### src/sv/i2c_ras_pkg.sv
`timescale 1ns / 1ps
// ----------------------------------------------------------------------------
// i2c_ras_pkg
// shared types and codes for the i2c 16-bit register access sequencer
// ----------------------------------------------------------------------------
package i2c_ras_pkg;

	// configuration port
	localparam int ADDR_W = 3;
	localparam int DATA_W = 32;
	localparam logic [0:0] REG_POLL_LIMIT = 1'b0;
	localparam logic [15:0] POLL_LIMIT_RST = 16'd10000;

	// byte core command bits
	localparam logic [15:0] CMD_START = 16'h0100;
	localparam logic [15:0] CMD_STOP  = 16'h0200;
	localparam logic [15:0] CMD_WRITE = 16'h0400;
	localparam logic [15:0] CMD_READ  = 16'h0800;
	localparam logic [15:0] CMD_NAK   = 16'h1000;

	// byte core status bits
	localparam int ST_TIP_BIT = 12;
	localparam int ST_NAK_BIT = 13;

	// request kinds
	localparam logic FUNC_REQ    = 1'b0;
	localparam logic FUNC_STATUS = 1'b1;

	typedef enum logic [1:0] {
		ACT_ISSUE  = 2'd0,
		ACT_POLL   = 2'd1,
		ACT_DONE   = 2'd2,
		ACT_IGNORE = 2'd3
	} action_t;

	typedef enum logic [1:0] {
		ERR_NONE    = 2'd0,
		ERR_NAK     = 2'd1,
		ERR_TIMEOUT = 2'd2
	} err_t;

	typedef enum logic [9:0] {
		PH_IDLE   = 10'b00_0000_0001,
		PH_START  = 10'b00_0000_0010,
		PH_REGH   = 10'b00_0000_0100,
		PH_REGL   = 10'b00_0000_1000,
		PH_VALH   = 10'b00_0001_0000,
		PH_VALL   = 10'b00_0010_0000,
		PH_RSTART = 10'b00_0100_0000,
		PH_RD1    = 10'b00_1000_0000,
		PH_RD2    = 10'b01_0000_0000,
		PH_STOP   = 10'b10_0000_0000
	} phase_t;

	typedef struct packed {
		logic        func;
		logic        is_read;
		logic [7:0]  slave_addr_byte;
		logic [15:0] register_addr;
		logic [15:0] write_value;
		logic [15:0] status_word;
	} req_t;

	typedef struct packed {
		action_t     action;
		logic [15:0] command_word;
		err_t        error_code;
		logic [15:0] read_value;
	} res_t;

	typedef struct packed {
		logic step;
		logic req_item;
		logic busy;
		logic fin;
	} stat_t;

endpackage

### src/sv/i2c_ras_if.sv
`timescale 1ns / 1ps
// ----------------------------------------------------------------------------
// i2c_ras_if
// valid/ready channels for access requests and results
// ----------------------------------------------------------------------------
interface i2c_ras_req_if;
	logic        valid;
	logic        ready;
	logic        func;
	logic        is_read;
	logic [7:0]  slave_addr_byte;
	logic [15:0] register_addr;
	logic [15:0] write_value;
	logic [15:0] status_word;

	modport source (
		output valid, func, is_read, slave_addr_byte, register_addr, write_value,
			status_word,
		input  ready
	);
	modport sink (
		input  valid, func, is_read, slave_addr_byte, register_addr, write_value,
			status_word,
		output ready
	);
endinterface

interface i2c_ras_res_if;
	logic        valid;
	logic        ready;
	logic [1:0]  action;
	logic [15:0] command_word;
	logic [1:0]  error_code;
	logic [15:0] read_value;

	modport source (
		output valid, action, command_word, error_code, read_value,
		input  ready
	);
	modport sink (
		input  valid, action, command_word, error_code, read_value,
		output ready
	);
endinterface

### src/sv/i2c_ras_regs.sv
`timescale 1ns / 1ps
// ----------------------------------------------------------------------------
// i2c_ras_regs
// apb register file holding the status poll limit
// ----------------------------------------------------------------------------
module i2c_ras_regs
	import i2c_ras_pkg::*;
(
	input  logic              clk,
	input  logic              arst_n,
	input  logic              psel,
	input  logic              penable,
	input  logic              pwrite,
	input  logic [ADDR_W-1:0] paddr,
	input  logic [DATA_W-1:0] pwdata,
	output logic [DATA_W-1:0] prdata,
	output logic              pready,
	output logic [15:0]       poll_limit
);

	logic [15:0] poll_limit_q;
	logic        sel_limit;

	assign pready    = 1'b1;
	assign sel_limit = (paddr[ADDR_W-1:2] == REG_POLL_LIMIT);

	always_ff @(posedge clk or negedge arst_n) begin
		if (!arst_n) begin
			poll_limit_q <= POLL_LIMIT_RST;
		end else if (psel && penable && pwrite && pready && sel_limit) begin
			poll_limit_q <= pwdata[15:0];
		end
	end

	always_comb begin
		prdata = '0;
		if (sel_limit) begin
			prdata = {{(DATA_W-16){1'b0}}, poll_limit_q};
		end
	end

	assign poll_limit = poll_limit_q;

endmodule

### src/sv/i2c_ras_seq.sv
`timescale 1ns / 1ps
// ----------------------------------------------------------------------------
// i2c_ras_seq
// access state and per-item decision: next command, poll, ignore or finish
// ----------------------------------------------------------------------------
module i2c_ras_seq
	import i2c_ras_pkg::*;
(
	input  logic        clk,
	input  logic        arst_n,
	input  logic        step,
	input  req_t        item,
	input  logic [15:0] poll_limit,
	output res_t        res_d,
	output stat_t       stat
);

	phase_t      phase_q, phase_d;
	logic [15:0] poll_cnt_q, poll_cnt_d;
	logic        read_mode_q, read_mode_d;
	logic [7:0]  slave_q, slave_d;
	logic [15:0] reg_addr_q, reg_addr_d;
	logic [15:0] value_q, value_d;
	logic [7:0]  first_q, first_d;
	logic [16:0] cnt_inc;
	logic        tip;
	logic        nak;
	logic [7:0]  data;

	assign tip     = item.status_word[ST_TIP_BIT];
	assign nak     = item.status_word[ST_NAK_BIT];
	assign data    = item.status_word[7:0];
	assign cnt_inc = {1'b0, poll_cnt_q} + 17'd1;

	always_comb begin
		phase_d     = phase_q;
		poll_cnt_d  = poll_cnt_q;
		read_mode_d = read_mode_q;
		slave_d     = slave_q;
		reg_addr_d  = reg_addr_q;
		value_d     = value_q;
		first_d     = first_q;
		res_d       = '{action: ACT_IGNORE, command_word: 16'h0000,
			error_code: ERR_NONE, read_value: 16'h0000};

		if (item.func == FUNC_REQ) begin
			if (phase_q == PH_IDLE) begin
				read_mode_d = item.is_read;
				slave_d     = item.slave_addr_byte;
				reg_addr_d  = item.register_addr;
				value_d     = item.write_value;
				first_d     = 8'h00;
				phase_d     = PH_START;
				poll_cnt_d  = 16'h0000;
				res_d.action       = ACT_ISSUE;
				res_d.command_word = {8'h00, item.slave_addr_byte} | CMD_START | CMD_WRITE;
			end
		end else if (phase_q != PH_IDLE) begin
			if (tip) begin
				if (cnt_inc >= {1'b0, poll_limit}) begin
					phase_d          = PH_IDLE;
					poll_cnt_d       = 16'h0000;
					res_d.action     = ACT_DONE;
					res_d.error_code = ERR_TIMEOUT;
				end else begin
					poll_cnt_d   = cnt_inc[15:0];
					res_d.action = ACT_POLL;
				end
			end else begin
				poll_cnt_d   = 16'h0000;
				res_d.action = ACT_ISSUE;
				case (phase_q)
					PH_START: begin
						phase_d            = PH_REGH;
						res_d.command_word = {8'h00, reg_addr_q[15:8]} | CMD_WRITE;
					end
					PH_REGH: begin
						phase_d            = PH_REGL;
						res_d.command_word = {8'h00, reg_addr_q[7:0]} | CMD_WRITE;
					end
					PH_REGL: begin
						if (read_mode_q) begin
							phase_d            = PH_RSTART;
							res_d.command_word = {8'h00, slave_q[7:1], 1'b1}
								| CMD_START | CMD_WRITE;
						end else begin
							phase_d            = PH_VALH;
							res_d.command_word = {8'h00, value_q[15:8]} | CMD_WRITE;
						end
					end
					PH_VALH: begin
						phase_d            = PH_VALL;
						res_d.command_word = {8'h00, value_q[7:0]} | CMD_WRITE;
					end
					PH_VALL: begin
						phase_d            = PH_STOP;
						res_d.command_word = CMD_STOP;
					end
					PH_RSTART: begin
						phase_d            = PH_RD1;
						res_d.command_word = CMD_READ;
					end
					PH_RD1: begin
						first_d            = data;
						phase_d            = PH_RD2;
						res_d.command_word = CMD_READ | CMD_NAK;
					end
					PH_RD2: begin
						value_d            = {first_q, data};
						phase_d            = PH_STOP;
						res_d.command_word = CMD_STOP;
					end
					PH_STOP: begin
						phase_d          = PH_IDLE;
						res_d.action     = ACT_DONE;
						res_d.read_value = read_mode_q ? value_q : 16'h0000;
					end
					default: begin
						phase_d      = PH_IDLE;
						res_d.action = ACT_IGNORE;
					end
				endcase
				// a nak after start or a byte write ends the access, no stop
				if (nak && (phase_q == PH_START || phase_q == PH_REGH
						|| phase_q == PH_REGL || phase_q == PH_VALH
						|| phase_q == PH_VALL || phase_q == PH_RSTART)) begin
					phase_d            = PH_IDLE;
					value_d            = value_q;
					res_d.action       = ACT_DONE;
					res_d.command_word = 16'h0000;
					res_d.error_code   = ERR_NAK;
					res_d.read_value   = 16'h0000;
				end
			end
		end
	end

	always_ff @(posedge clk or negedge arst_n) begin
		if (!arst_n) begin
			phase_q     <= PH_IDLE;
			poll_cnt_q  <= 16'h0000;
			read_mode_q <= 1'b0;
		end else if (step) begin
			phase_q     <= phase_d;
			poll_cnt_q  <= poll_cnt_d;
			read_mode_q <= read_mode_d;
		end
	end

	always_ff @(posedge clk) begin
		if (step) begin
			slave_q    <= slave_d;
			reg_addr_q <= reg_addr_d;
			value_q    <= value_d;
			first_q    <= first_d;
		end
	end

	assign stat.step     = step;
	assign stat.req_item = (item.func == FUNC_REQ);
	assign stat.busy     = (phase_q != PH_IDLE);
	assign stat.fin      = (res_d.action == ACT_DONE);

endmodule

### src/sv/i2c_ras_top.sv
`timescale 1ns / 1ps
// ----------------------------------------------------------------------------
// i2c_reg16_access_sequencer
// sequences one 16-bit register read or write through a byte-level i2c core
// ----------------------------------------------------------------------------
// Each item on the req channel is either a new access request or a status
// word returned by the byte core, and each one yields exactly one result on
// the res channel: a command word to issue, a request to poll again, the end
// of the access (with error code and read value) or a note that the item was
// ignored. The block takes one item every clock cycle while its results are
// taken; an item's result is presented on the res channel after the item has
// passed through the input register, a single decision step and the result
// register, and the input register holds its item while a result waits.
// Because the input register can fill while a result waits, one more item is
// taken while the result side is stalled. poll_limit lives at apb address 0
// and should be changed only while no access is in progress.
module i2c_reg16_access_sequencer
	import i2c_ras_pkg::*;
(
	input  logic              clk,
	input  logic              arst_n,
	i2c_ras_req_if.sink       req,
	i2c_ras_res_if.source     res,
	input  logic              psel,
	input  logic              penable,
	input  logic              pwrite,
	input  logic [ADDR_W-1:0] paddr,
	input  logic [DATA_W-1:0] pwdata,
	output logic [DATA_W-1:0] prdata,
	output logic              pready
);

	logic [15:0] poll_limit;
	req_t        req_s1;
	logic        vld_s1;
	res_t        res_s2;
	logic        vld_s2;
	res_t        res_d;
	stat_t       stat;
	logic        adv;
	logic        take;

	// configuration registers
	i2c_ras_regs u_regs (
		.clk        (clk),
		.arst_n     (arst_n),
		.psel       (psel),
		.penable    (penable),
		.pwrite     (pwrite),
		.paddr      (paddr),
		.pwdata     (pwdata),
		.prdata     (prdata),
		.pready     (pready),
		.poll_limit (poll_limit)
	);

	// the input stage moves on when the result register is free or emptying
	assign adv       = vld_s1 && (!vld_s2 || res.ready);
	assign req.ready = !vld_s1 || adv;
	assign take      = req.valid && req.ready;

	// input register
	always_ff @(posedge clk or negedge arst_n) begin
		if (!arst_n) begin
			vld_s1 <= 1'b0;
		end else if (take) begin
			vld_s1 <= 1'b1;
		end else if (adv) begin
			vld_s1 <= 1'b0;
		end
	end

	always_ff @(posedge clk) begin
		if (take) begin
			req_s1 <= '{func: req.func, is_read: req.is_read,
				slave_addr_byte: req.slave_addr_byte, register_addr: req.register_addr,
				write_value: req.write_value, status_word: req.status_word};
		end
	end

	// sequencer state and decision
	i2c_ras_seq u_seq (
		.clk        (clk),
		.arst_n     (arst_n),
		.step       (adv),
		.item       (req_s1),
		.poll_limit (poll_limit),
		.res_d      (res_d),
		.stat       (stat)
	);

	// result register
	always_ff @(posedge clk or negedge arst_n) begin
		if (!arst_n) begin
			vld_s2 <= 1'b0;
		end else if (adv) begin
			vld_s2 <= 1'b1;
		end else if (res.ready) begin
			vld_s2 <= 1'b0;
		end
	end

	always_ff @(posedge clk) begin
		if (adv) begin
			res_s2 <= res_d;
		end
	end

	assign res.valid        = vld_s2;
	assign res.action       = res_s2.action;
	assign res.command_word = res_s2.command_word;
	assign res.error_code   = res_s2.error_code;
	assign res.read_value   = res_s2.read_value;

`ifndef ASSERT_OFF
	// a finished access always leaves the sequencer idle
	a_fin_idle: assert property (@(posedge clk) disable iff (!arst_n)
		stat.step && stat.fin |=> !stat.busy)
		else $error("sequencer still busy after finishing an access");

	// a request taken while idle always starts an access
	a_req_start: assert property (@(posedge clk) disable iff (!arst_n)
		stat.step && stat.req_item && !stat.busy |=> stat.busy)
		else $error("request while idle did not start an access");

	// every decision step lands in the result register
	a_step_res: assert property (@(posedge clk) disable iff (!arst_n)
		stat.step |=> res.valid)
		else $error("decision step produced no result");
`endif

endmodule
### src/flat_wrapper.sv
// flat-port wrapper written by rule: the top's interface ports become plain ports
module i2c_reg16_access_sequencer_flat import i2c_ras_pkg::*;
  (clk, arst_n, psel, penable, pwrite, paddr, pwdata, prdata, pready, req_valid, req_func, req_is_read, req_slave_addr_byte, req_register_addr, req_write_value, req_status_word, req_ready, res_valid, res_action, res_command_word, res_error_code, res_read_value, res_ready);
  i2c_ras_req_if req_i ();
  i2c_ras_res_if res_i ();
  input  logic clk;
  input  logic arst_n;
  input  logic psel;
  input  logic penable;
  input  logic pwrite;
  input  logic [ADDR_W-1:0] paddr;
  input  logic [DATA_W-1:0] pwdata;
  output logic [DATA_W-1:0] prdata;
  output logic pready;
  input wire logic [$bits(req_i.valid)-1:0] req_valid;
  input wire logic [$bits(req_i.func)-1:0] req_func;
  input wire logic [$bits(req_i.is_read)-1:0] req_is_read;
  input wire logic [$bits(req_i.slave_addr_byte)-1:0] req_slave_addr_byte;
  input wire logic [$bits(req_i.register_addr)-1:0] req_register_addr;
  input wire logic [$bits(req_i.write_value)-1:0] req_write_value;
  input wire logic [$bits(req_i.status_word)-1:0] req_status_word;
  output wire logic [$bits(req_i.ready)-1:0] req_ready;
  output wire logic [$bits(res_i.valid)-1:0] res_valid;
  output wire logic [$bits(res_i.action)-1:0] res_action;
  output wire logic [$bits(res_i.command_word)-1:0] res_command_word;
  output wire logic [$bits(res_i.error_code)-1:0] res_error_code;
  output wire logic [$bits(res_i.read_value)-1:0] res_read_value;
  input wire logic [$bits(res_i.ready)-1:0] res_ready;
  assign req_i.valid = req_valid;
  assign req_i.func = req_func;
  assign req_i.is_read = req_is_read;
  assign req_i.slave_addr_byte = req_slave_addr_byte;
  assign req_i.register_addr = req_register_addr;
  assign req_i.write_value = req_write_value;
  assign req_i.status_word = req_status_word;
  assign req_ready = req_i.ready;
  assign res_valid = res_i.valid;
  assign res_action = res_i.action;
  assign res_command_word = res_i.command_word;
  assign res_error_code = res_i.error_code;
  assign res_read_value = res_i.read_value;
  assign res_i.ready = res_ready;
  i2c_reg16_access_sequencer u_core (.clk(clk), .arst_n(arst_n), .req(req_i), .res(res_i), .psel(psel), .penable(penable), .pwrite(pwrite), .paddr(paddr), .pwdata(pwdata), .prdata(prdata), .pready(pready));
endmodule
### config.mk
export PLATFORM = sky130hd
export DESIGN_NAME = i2c_reg16_access_sequencer_flat
export DESIGN_NICKNAME = d
export VERILOG_FILES = /design/src/sv/i2c_ras_pkg.sv /design/src/sv/i2c_ras_if.sv /design/src/sv/i2c_ras_regs.sv /design/src/sv/i2c_ras_seq.sv /design/src/sv/i2c_ras_top.sv /design/src/flat_wrapper.sv
export SDC_FILE = /design/constraint.sdc
export NUM_CORES = 1
export LEC_CHECK = 0
export BUFFER_PORTS_ARGS = -buffer_cell sky130_fd_sc_hd__buf_4
export CELL_PAD_IN_SITES_DETAIL_PLACEMENT = 0
export CELL_PAD_IN_SITES_GLOBAL_PLACEMENT = 1
export CORE_ASPECT_RATIO = 0.8
export CORE_MARGIN = 2
export CORE_UTILIZATION = 46
export CTS_BUF_LIST = sky130_fd_sc_hd__clkbuf_4 sky130_fd_sc_hd__clkbuf_8
export DETAILED_ROUTE_END_ITERATION = 6
export PLACE_DENSITY = 0.89
export SLEW_MARGIN = 20
export SYNTH_ARGS = -nofsm -noshare
export SYNTH_HDL_FRONTEND = slang
export SYNTH_HIERARCHICAL = 1
export SYNTH_SLANG_ARGS = --single-unit
### constraint.sdc
create_clock -name clk -period 4.5 [get_ports clk]
set_input_delay 0.9 -clock clk [delete_from_list [all_inputs] [get_ports clk]]
set_output_delay 0.9 -clock clk [all_outputs]
set_load 0.02 [all_outputs]
==> flow_summary.ini, run 1 <==
[outcome]
status = finished clean

[place]
dp_cells = 930
hpwl_um = 12400
io_buffer_count = 129
gp_congestion = 0.884

[critical_path]
crit_type = reg -> reg
reg2regPathDepth = 13
rr_startpoint = u_core/u_seq/poll_cnt_q[0]$_DFFE_PN0P_
cp-start-kind = flop
critPathArrivalTime_ps = 4130
cp_max_fo = 6
regToRegSetupSlack_ps = 550
reg2reg_to = u_core/res.action[1]$_DFFE_PP_
critical_path_required_ps = 4680
end_kind = flop

[power]
powerDensity_mw_per_mm2 = 386
p_seq_frac = 0.540
intPower_w = 0.00262
switching_power_w = 0.00111
comb_power_share = 0.167
peakVddDrop_uv = 226
p_leak_nw = 4.04
netSwitchingFraction = 0.298
clkPwrFrac = 0.294

[drt]
drt_wl_total_um = 17200
drt_first_iter_violations = 319
dr.pass1.iters = 5
drc_errors = 0
wl_per_cell_um = 17.9
via_count = 5134
viasPerCell = 5.34
ant_nets = 0

[yosys]
syn_area_mm2 = 0.00816
avgSynthCellArea_um2 = 13.8
syn_inst = 592
yosysWarnings = 6

[floorplan]
fp.dieH_um = 123
std_cell_rows = 43
initial_core_util = 0.470
die-width_um = 153
coreArea_mm2 = 0.0174
ios = 171
dieArea_mm2 = 0.0188

[sta]
tightest_slew_ps = 1040
tns_ps = 0
slew_headroom = 0.302
finalHoldViolCount = 0
fmax_ghz = 0.253
period_minus_slack_ps = 3950
rsz0062_at_grt = false
finalMaxSlewViolations = 0
fin_crit_sh = 0.879
report.final.setup_viol = 0
fin_skew_ps = 15.6

[clock_tree]
cts_buffers = 17
insertion_delay_ps = 470
cts.sinks = 180
clock_path_buffers = 2
cts-htree-levels = 4
cts_root_buf = clkbuf_8
path_clk_slew_ps = 100
cts_tree = yes
cts_hold_buf = 0
cts_setup_buffers = 0
cts_resized = 0

[cells_and_area]
n_antenna_cell = 0
layout-area-overhead-vs-synth_pct = 18.6
drive_above_1_share = 0.299
finalNonFillerCells = 962
nets = 844
fillCellCount = 1412

[global_routing]
grt_use_total = 0.186
grt_overflow = 0
grt_pass1_vias = 5207
grt_pass1_wl_um = 27000
grt_max_degree = 53
antenna_found_initial = 1

[job]
cap_violations = 0

[worst_hold_path]
hp-class = in -> async
[worst max-delay path by stage]
stage,startpoint,to
final,u_core/u_seq/poll_cnt_q[0]$_DFFE_PN0P_,u_core/res.action[1]$_DFFE_PP_
after global routing,u_core/u_seq/poll_cnt_q[0]$_DFFE_PN0P_,u_core/res.action[1]$_DFFE_PP_
after CTS,u_core/u_seq/poll_cnt_q[0]$_DFFE_PN0P_,u_core/res.action[1]$_DFFE_PP_
after detailed placement,u_core/u_seq/poll_cnt_q[0]$_DFFE_PN0P_,u_core/res.action[1]$_DFFE_PP_
after global placement,u_core/u_seq/poll_cnt_q[0]$_DFFE_PN0P_,u_core/res.action[1]$_DFFE_PP_
after floorplan,res_ready,u_core/u_seq/value_q[0]$_DFFE_PP_
[power groups by stage]
| stage | clock, W | sequential, W | combinational (W) |
|---|---|---|---|
| after floorplan | 0 | 0.00204 | 0.000393 |
| after global placement | 0 | 0.00205 | 0.000601 |
| after detailed placement | 0 | 0.00205 | 0.000620 |
| after CTS | 0.00112 | 0.00202 | 0.000623 |
| after global routing | 0.00119 | 0.00203 | 0.000675 |
| final | 0.00110 | 0.00201 | 0.000622 |
[per-stage QoR]
stage          power [W]  hold slack, ps  worst slack, ps   util  cell area [µm²]
2_1_floorplan    0.00244             400              753      -             8230
3_3_place_gp     0.00265             402              701  0.533             9270
3_5_place_dp     0.00267             405              673  0.533             9270
4_1_cts          0.00376             431              606  0.557             9680
5_1_grt          0.00390             445              294  0.557             9680
6_report         0.00373             429              547  0.557             9680
[registers in the layout, indices dropped and copies added (netlist names)]
register and flops:
u_core/u_seq/phase_q 10, u_core/u_seq/read_mode_q 1, u_core/u_seq/reg_addr_q 16, u_core/res.error_code 2
u_core/u_seq/poll_cnt_q 16, u_core/u_seq/slave_q 7, u_core/u_seq/value_q 16, u_core/res.read_value 16
u_core/res.action 2, u_core/req_s1 52, u_core/u_regs/poll_limit 16, u_core/res.valid 1
u_core/vld_s1 1, u_core/res.command_word 16, u_core/u_seq/first_q 8
[layout make-up]
class / count / area (µm²) / share of cell area
clock buffer: 17 / 234 / 0.0242
clock inverter: 15 / 179 / 0.0185
inverter: 28 / 105 / 0.0109
multi-input combinational: 362 / 2680 / 0.277
sequential: 180 / 5190 / 0.536
tap: 225 / 282 / 0.0291
timing repair buffer: 135 / 1010 / 0.105
[layout by cell type, fill, tap and decap left out, types with 16 or more instances in the layout]
cell type  count
and2_1        28
buf_4        135
clkbuf_8      17
conb_1        20
dfrtp_1       39
edfxtp_1     135
ha_1          20
inv_1         28
mux2_2        18
nand2_1       34
nand3_1       18
nor2_1        22
nor2b_1       16
[metal layers]
metal	vias to the layer above	global-route usage	part of all wire
met5	-	0	0.00076
met4	2	0.0694	0.018
met3	24	0.0428	0.058
met2	184	0.291	0.48
met1	2508	0.258	0.44
li1	2416	-	-
[worst max-delay path, stage by stage (launching register included)]
cell	delay (ps)
dfrtp_1	440
ha_1	300
nand3_1	170
nor3_2	350
and3_1	300
nand3_1	160
xnor2_1	160
ha_1	290
a21o_1	170
a221oi_1	360
o311ai_1	340
buf_4	260
nor2_1	230
a211oi_1	120
(Power assumes the default switching activity.)
==> run 2: changes to the inputs <==
Settings changed: CELL_PAD_IN_SITES_GLOBAL_PLACEMENT 1 to 2, CORE_UTILIZATION 46 to 38, SYNTH_HIERARCHICAL 1 to default.
==> run 2 against run 1 <==
Maximum frequency increased by 0.22%. First-iteration DRC count increased by 35%. Worst setup slack improved by 8.8 ps. Clock-buffer cell count unchanged. Sequential power increased by 2%. Routed wire length decreased by 0.53%. Area after synthesis decreased by 3.3%. Largest power group unchanged. Highest routed layer is now met4.
==> flow_summary.ini, run 2 <==
[critical_path]
cp-endpoint = u_core.u_seq.poll_cnt_q[5]$_DFFE_PN0P_
reg2reg_to = u_core.u_seq.poll_cnt_q[5]$_DFFE_PN0P_
reg2regPathDepth = 12
critical_path_required_ps = 4850
end_kind = flop
rr_startpoint = u_core.u_seq.poll_cnt_q[0]$_DFFE_PN0P_
critPathArrivalTime_ps = 4300
crit_path_start = u_core.u_seq.poll_cnt_q[0]$_DFFE_PN0P_
cp-start-kind = flop
regToRegSetupSlack_ps = 560
crit_type = reg -> reg
cp_max_fo = 9

[cells_and_area]
nets = 846
largest_reg_flops = 52
final_common_cell = buf_4
layout-area-overhead-vs-synth_pct = 19.7
layout_common_cells = 135 x buf_4, 132 x edfxtp_1, 50 x nand2_1, 39 x dfrtp_1, 37 x inv_1
top_register = u_core.req_s1
regArea_mm2 = 0.00510
n_antenna_cell = 0
finalNonFillerCells = 1007
fillCellCount = 1844
multiInputGateArea_mm2 = 0.00245
drive_above_1_share = 0.283

[yosys]
syn_area_mm2 = 0.00789
async_reset_ff_frac = 0.254
yosysMostFrequentCell = edfxtp_1
ys.flop_type = edfxtp_1
yosysWarnings = 0
avgSynthCellArea_um2 = 13.2
synth_seq_area_share = 0.646
syn_inst = 597
synth_top_area_cell = edfxtp_1
yosysTopAreaCellShare = 0.502
synth_area_leaders = edfxtp_1 50%, dfrtp_1 12%, mux2_2 3.7%
ys_types = 52
synth_edf_count = 132
ys_ff_latch = 177
synthTopCellsByCount = 132 x edfxtp_1, 50 x nand2_1, 39 x dfrtp_1

[drt]
drt_wl_total_um = 17100
drt_first_iter_violations = 432
viasPerCell = 4.95
via_count = 4982
drc_errors = 0
dr.pass1.iters = 5
wl_per_cell_um = 17.0
ant_nets = 0

[clock_tree]
clock_path_buffers = 2
cts-htree-levels = 4
cts_buffers = 17
cts_hold_buf = 0
cts_setup_buffers = 0
cts_root_buf = clkbuf_8
cts.sinks = 177
insertion_delay_ps = 470
cts_tree = yes
cts_resized = 0
path_clk_slew_ps = 100

[place]
dp_cells = 975
gp_congestion = 0.805
hpwl_um = 12500
io_buffer_count = 126

[sta]
period_minus_slack_ps = 3940
finalHoldViolCount = 0
rsz0062_at_grt = false
fin_crit_sh = 0.877
tns_ps = 0
report.final.setup_viol = 0
fmax_ghz = 0.254
slew_headroom = 0.301
finalMaxSlewViolations = 0
fin_skew_ps = 10.5
whs_ps = 429
tightest_slew_ps = 1050

[worst_hold_path]
hp-class = in -> async

[floorplan]
die-width_um = 165
fp.dieH_um = 133
dieArea_mm2 = 0.0219
ios = 171
initial_core_util = 0.385
coreArea_mm2 = 0.0205
std_cell_rows = 47

[power]
p_leak_nw = 3.88
powerDensity_mw_per_mm2 = 421
peakVddDrop_uv = 197

[global_routing]
grt_pass1_wl_um = 27000
grt_pass1_vias = 4939
grt_max_degree = 46
grt_use_total = 0.162
antenna_found_initial = 0
grt_overflow = 0

[job]
cap_violations = 0

[outcome]
status = finished clean
run 2: cells by family (layout without fill, tap and decap cells):
| group | Yosys count | after routing | share of synthesized area |
|---|---|---|---|
| AO/OA/AOI/OAI | 85 | 85 | 0.0797 |
| XOR/XNOR | 16 | 16 | 0.0178 |
| adder cells (fa/ha/maj) | 21 | 21 | 0.0333 |
| buffers and inverters | 81 | 204 | 0.0520 |
| flip-flops | 177 | 177 | 0.646 |
| multiplexers | 41 | 41 | 0.0561 |
| other | 2 | 20 | 0.000952 |
| AND/OR/NAND/NOR | 174 | 174 | 0.114 |
run 2: routing by layer:
metal,routed length [µm],GRT usage
met5,0,0
met4,251,0.0507
met3,894,0.0364
met2,7970,0.247
met1,8000,0.232
run 2: stage by stage:
stage	power [W]	utilization	area [µm²]	worst slack, ps
global route	0.00418	0.460	9440	376
detailed placement	0.00293	0.440	9040	716
global placement	0.00290	0.440	9040	803
floorplan	0.00264	-	7960	1220
finish	0.00398	0.460	9440	555
CTS	0.00402	0.460	9440	682
run 2: final cells by class:
cell class | instances | share of cell area
Sequential cell | 177 | 0.540
Multi-Input combinational cell | 357 | 0.260
Timing Repair Buffer | 135 | 0.107
Tap cell | 269 | 0.0356
Clock buffer | 17 | 0.0248
Clock inverter | 15 | 0.0180
Inverter | 37 | 0.0147
run 2: critical path, cell delays in order, from the launching register on:
cell and delay (ps):
dfrtp_1 470, ha_1 290, nand4_1 240, nor3_2 450, nand3_1 160, xnor2_1 310, ha_1 330, a211oi_1 230
o21ai_0 120, o211ai_1 200, and3_1 400, nand2_1 310, o32ai_1 320
run 2: where the power goes:
group / internal, W / leakage, nW / switching, W / total [W]
Clock: 0.000465 / 0.204 / 0.000622 / 0.00109
Sequential: 0.00194 / 1.83 / 0.000106 / 0.00205
Combinational: 0.000344 / 1.85 / 0.000499 / 0.000843
Total: 0.00275 / 3.88 / 0.00123 / 0.00398
run 2: how the worst min path moves through the flow:
| stage | start | slack, ps | endpoint |
|---|---|---|---|
| 4_1_cts | u_core.req_s1[36]$_DFFE_PP_ | 420 | u_core.u_seq.reg_addr_q[4]$_DFFE_PP_ |
| 3_5_place_dp | u_core.req_s1[44]$_DFFE_PP_ | 400 | u_core.u_seq.reg_addr_q[12]$_DFFE_PP_ |
| 5_1_grt | u_core.req_s1[36]$_DFFE_PP_ | 430 | u_core.u_seq.reg_addr_q[4]$_DFFE_PP_ |
| 6_report | arst_n | 430 | u_core.u_regs.poll_limit[7]$_DFFE_PN0P_ |
| 3_3_place_gp | u_core.req_s1[43]$_DFFE_PP_ | 410 | u_core.u_seq.reg_addr_q[11]$_DFFE_PP_ |
| 2_1_floorplan | u_core.req_s1[32]$_DFFE_PP_ | 400 | u_core.u_seq.reg_addr_q[0]$_DFFE_PP_ |
